===== config.mk =====
export PLATFORM = sky130hd
export DESIGN_NAME = kls_ctrl
export DESIGN_NICKNAME = d
export VERILOG_FILES = /design/src/rtl/core/kls_pkg.sv /design/src/rtl/core/kls_ctrl.sv
export SDC_FILE = /design/constraint.sdc
export NUM_CORES = 1
export LEC_CHECK = 0
export BUFFER_PORTS_ARGS = -buffer_cell sky130_fd_sc_hd__buf_2
export CORE_AREA = 4 4 41 43
export DETAILED_ROUTE_END_ITERATION = 6
export DIE_AREA = 0 0 45 47
export SETUP_SLACK_MARGIN = 0.5
export SYNTH_ARGS = -nofsm -noshare
export SYNTH_HDL_FRONTEND = slang
export SYNTH_SLANG_ARGS = --single-unit

===== constraint.sdc =====
create_clock -name i_clk -period 2.9 [get_ports i_clk]
set_input_delay 0.29 -clock i_clk [delete_from_list [all_inputs] [get_ports i_clk]]
set_output_delay 0.29 -clock i_clk [all_outputs]
set_load 0.05 [all_outputs]

===== src/rtl/core/kls_pkg.sv =====
// shared types and constants for the keyframe lerp sampler
// no dependencies; compiled first
package kls_pkg;

    localparam int KLS_MAX_KEYS   = 64;
    localparam int KLS_TIME_W     = 32;
    localparam int KLS_VAL_W      = 32;
    localparam int KLS_IDX_W      = 6;
    localparam int KLS_CNT_W      = 7;
    localparam int KLS_COMP       = 4;
    localparam int KLS_FRAC_W     = 16;
    localparam int KLS_CFG_IDX_W  = 1;
    localparam int KLS_CFG_DATA_W = 7;

    // configuration register indexes
    localparam logic [KLS_CFG_IDX_W-1:0] KLS_REG_KEY_COUNT = 1'b0;
    localparam logic [KLS_CFG_IDX_W-1:0] KLS_REG_FOUR_COMP = 1'b1;

    // input item function codes
    localparam logic KLS_FUNC_LOAD   = 1'b0;
    localparam logic KLS_FUNC_SAMPLE = 1'b1;

    typedef enum logic [3:0] {
        S_IDLE,
        S_SCAN,
        S_DIV,
        S_VLO,
        S_VHI,
        S_VCAP,
        S_BLEND,
        S_OUT,
        S_EMPTY
    } t_kls_state;

    typedef struct packed {
        logic in_rdy;
        logic scan;
        logic div_step;
        logic val_rd_hi;
        logic val_cap;
        logic blend;
        logic out_load;
        logic out_empty;
    } t_kls_cmd;

    typedef struct packed {
        logic smp_acc;
        logic n_zero;
        logic scan_hit;
        logic scan_last;
        logic interp;
        logic div_done;
        logic blend_done;
        logic out_free;
    } t_kls_stat;

endpackage


===== src/rtl/core/kls_ctrl.sv =====
// sequencing state machine of the keyframe lerp sampler
// depends on kls_pkg; drives the datapath kls_dp by command struct
module kls_ctrl (
    input  logic                i_clk,
    input  logic                i_rst_n,
    input  kls_pkg::t_kls_stat  i_stat,
    output kls_pkg::t_kls_cmd   o_cmd
);
    import kls_pkg::*;

    t_kls_state r_state;
    t_kls_state n_state;

    always_ff @(posedge i_clk) begin
        if (!i_rst_n) begin
            r_state <= S_IDLE;
        end else begin
            r_state <= n_state;
        end
    end

    always_comb begin
        n_state = r_state;
        unique case (r_state)
            S_IDLE: begin
                if (i_stat.smp_acc) begin
                    n_state = i_stat.n_zero ? S_EMPTY : S_SCAN;
                end
            end
            S_SCAN: begin
                if (i_stat.scan_hit) begin
                    n_state = i_stat.interp ? S_DIV : S_VLO;
                end else if (i_stat.scan_last) begin
                    n_state = S_VLO;
                end
            end
            S_DIV: begin
                if (i_stat.div_done) begin
                    n_state = S_VLO;
                end
            end
            S_VLO:   n_state = S_VHI;
            S_VHI:   n_state = S_VCAP;
            S_VCAP:  n_state = S_BLEND;
            S_BLEND: begin
                if (i_stat.blend_done) begin
                    n_state = S_OUT;
                end
            end
            S_OUT, S_EMPTY: begin
                if (i_stat.out_free) begin
                    n_state = S_IDLE;
                end
            end
            default: n_state = S_IDLE;
        endcase
    end

    always_comb begin
        o_cmd = '0;
        unique case (r_state)
            S_IDLE:  o_cmd.in_rdy    = 1'b1;
            S_SCAN:  o_cmd.scan      = 1'b1;
            S_DIV:   o_cmd.div_step  = 1'b1;
            S_VLO:   o_cmd           = '0;
            S_VHI:   o_cmd.val_rd_hi = 1'b1;
            S_VCAP:  o_cmd.val_cap   = 1'b1;
            S_BLEND: o_cmd.blend     = 1'b1;
            S_OUT:   o_cmd.out_load  = i_stat.out_free;
            S_EMPTY: o_cmd.out_empty = i_stat.out_free;
            default: o_cmd           = '0;
        endcase
    end

    // a result is only written into a free output register
    a_load_free: assert property (@(posedge i_clk) disable iff (!i_rst_n)
        (o_cmd.out_load || o_cmd.out_empty) |-> i_stat.out_free)
        else $error("result loaded while output register occupied");

    // the datapath units are never driven together
    a_one_unit: assert property (@(posedge i_clk) disable iff (!i_rst_n)
        $onehot0({o_cmd.in_rdy, o_cmd.scan, o_cmd.div_step, o_cmd.blend,
                  o_cmd.out_load, o_cmd.out_empty}))
        else $error("more than one datapath unit commanded");

    // a sample on an empty table goes straight to the empty result
    a_empty_path: assert property (@(posedge i_clk) disable iff (!i_rst_n)
        (r_state == S_IDLE && i_stat.smp_acc && i_stat.n_zero) |=> r_state == S_EMPTY)
        else $error("empty table sample took the scan path");
endmodule


==> results.sh <==
export IMPL_cts_tree="done"
export IMPL_synthXorXnorAreaFrac=0
export IMPL_crit_chain="or4b_4 > nor2_1 > buf_2"
export IMPL_layout_nets=76
export IMPL_regMostFlops="r_state"
export IMPL_die_height_um=47
export IMPL_arrival_ns=1.65
export IMPL_io_pins=18
export IMPL_r2r_start="r_state[1]"
export IMPL_setup_viol=0
export IMPL_cp_startpoint="r_state[1]"
export IMPL_drive_gt1_frac=0.4219
export IMPL_grt_max_degree=15
export IMPL_fin_cells=79
export IMPL_hp_class="in2reg"
export IMPL_layout_area_overhead_vs_synth_pct=24.53
export IMPL_grt_first_pass_wirelength_um=1449
export IMPL_r2r_end="r_state[0]"
export IMPL_fmax_mhz=516.5
export IMPL_wl_per_cell_um=11.49
export IMPL_grt_antenna_before_repair=0
export IMPL_synth_simple_area_share=0.4182
export IMPL_path_class="reg2out"
export IMPL_rsz0062_at_grt="no"
export IMPL_cts_htree_levels=1
export IMPL_place_gp_congestion=0.8012
export IMPL_dp_slack_ns=1.214
export IMPL_whs_endpoint="r_state[3]"
export IMPL_path_max_fanout=14
export IMPL_ys_ff_latch=4
export IMPL_synth_area_leaders="dfxtp_1, nand2b_1, a2111oi_4"
export IMPL_cts_setup_buffers=0
export IMPL_yosysTopAreaCell="dfxtp_1"
export IMPL_synthesis_area_sq_um=397.9
export IMPL_drv_slew=0
export IMPL_synthAdderAreaFrac=0
export IMPL_dieArea_sq_mm=0.002115
export IMPL_reg2reg_setup_slack_ns=1.22
export IMPL_yosys_cell_types_count=27
export IMPL_cts_root_buf="clkbuf_4"
export IMPL_fp_dieW_um=45
export IMPL_reg_top3="r_state: 4 flops"
export IMPL_antenna_cells=0
export IMPL_port_buffer_count=17
export IMPL_numPlacedInstances=76
export IMPL_status="complete, no violations"
export IMPL_clk_latency_ns=0.23
export IMPL_ys_seq_area_frac=0.2013
export IMPL_drc=0
export IMPL_post_dp_hpwl_um=701.8
export IMPL_synth_avg_cell_area_sq_um=8.289
export IMPL_utilization=0.3808
export IMPL_fin_crit_ns=1.936
export IMPL_gr_usage_all_layers=0.09400
export IMPL_cts_sinks=4
export IMPL_synthArstFlopShare=0
export IMPL_max_cap_viol_count=0
export IMPL_synthMuxAreaShare=0.05031
export IMPL_worstMarginPinSlew_ns=0.4716
export IMPL_synth_compound_area_share=0.2390
export IMPL_finalHoldViolCount=0
export IMPL_synth_top_family_by_area="simple AND/OR/NAND/NOR gates"
export IMPL_critPathRequiredTime_ns=2.61
export IMPL_synth_top_area_frac=0.2013
export IMPL_synth_flop_cell="dfxtp_1"
export IMPL_slowest_stage="or4b_4"
export IMPL_setup_slack_ns=0.9638
export IMPL_firstDrtPassIters=3
export IMPL_hold_worst_slack_ns=0.3436
export IMPL_clk_pin_slew_ns=0.04
export IMPL_synth_common_cells="nor2_1, nand2b_1, dfxtp_1, nand2_1, nor3_1"
export IMPL_finalCritPeriodShare=0.6677
export IMPL_whs_path_depth=3
export IMPL_viasPerCell=5.076
export IMPL_drt_iter0_drc=2
export IMPL_pwr_density_cell_mw_per_mm2=1141
export IMPL_vias=401
export IMPL_r2r_cells=4
export IMPL_core_sq_mm=0.001301
export IMPL_largest_reg_flops=4
export IMPL_cts_hold_buf=0
export IMPL_setup_tns_ns=0
export IMPL_syn_nets=58
export IMPL_relSlewSlack=0.6830
export IMPL_start_kind="flop"
export IMPL_postCtsResizedCells=0
export IMPL_grt_pass1_vias=350
export IMPL_cp_slowest_stage_delay_ns=0.62
export IMPL_syn_instance_count=48
export IMPL_drt_total_wl_um=908
export IMPL_overflow=0
export IMPL_postRouteAntennaNets=0
export IMPL_cts_buffers=3
export IMPL_yosysMostFrequentCell="nor2_1"
export IMPL_clockBufferDepth=2
export IMPL_vdd_drop_max_mv=0.5931
export IMPL_min_delay_start="i_stat[6]"
export IMPL_start_util=0.3058
export IMPL_leakage_nw=0.2169
export IMPL_rows=13
export IMPL_synth_edf_count=0
export IMPL_cp_end_kind="primary output"
export IMPL_yosys_warnings=0
export IMPL_fin_skew_ns=0.006640
[critical path, delay by kind of cell (launching register included)]
| family | cells | cell delay, ns |
|---|---|---|
| flip-flops | 1 | 0.44 |
| buffers and inverters | 1 | 0.26 |
| AND/OR/NAND/NOR | 2 | 0.72 |
[how the worst max path moves through the flow]
| stage | end | slack, ns | depth (start not counted) |
|---|---|---|---|
| floorplan | r_state[0] | 0.82 | 4 |
| global placement | o_cmd[0] | 1.24 | 3 |
| detailed placement | o_cmd[0] | 1.21 | 3 |
| CTS | o_cmd[0] | 0.96 | 3 |
| global route | o_cmd[0] | 0.88 | 3 |
| finish | o_cmd[0] | 0.96 | 3 |
[stage by stage]
step / area [sq um] / power (mW)
final: 495.5 / 0.5656
after global routing: 495.5 / 0.6062
after CTS: 495.5 / 0.5715
after detailed placement: 473.0 / 0.4997
after global placement: 473.0 / 0.4980
after floorplan: 397.9 / 0.4521
[placed cells by master (no fill, tap or decap), types with 2 or more instances in the layout]
| cell | instances |
|---|---|
| nor2_1 | 6 |
| mux2i_1 | 2 |
| inv_1 | 2 |
| buf_2 | 17 |
| dfxtp_1 | 4 |
| nor3_1 | 3 |
| a21oi_1 | 2 |
| nand2_1 | 4 |
| clkbuf_4 | 3 |
| nand2b_1 | 5 |
[power breakdown]
part           switching, mW  internal (mW)  total, mW
Sequential            0.0665         0.0764      0.143
Clock                 0.0218         0.0462     0.0680
Combinational          0.219          0.135      0.355
[layout make-up]
class | count | area [sq um]
multi-input combinational | 38 | 281.5
clock buffer | 3 | 22.52
tap | 15 | 18.77
fill | 154 | 805.8
timing repair buffer | 17 | 85.08
inverter | 2 | 7.507
sequential | 4 | 80.08
[per-layer routing]
layer,vias up,GRT usage,part of all wire
met4,0,0.07018,0
met3,0,0.01533,0.059
li1,211,-,-
met2,11,0.1412,0.48
met5,-,0,0
met1,179,0.1205,0.46
[kinds of logic after synthesis]
family | Yosys count
and+or+nand+nor | 27
AOI/OAI and AO/OA | 9
buffers and inverters | 6
DFF | 4
muxes | 2
(Power assumes the default switching activity.)
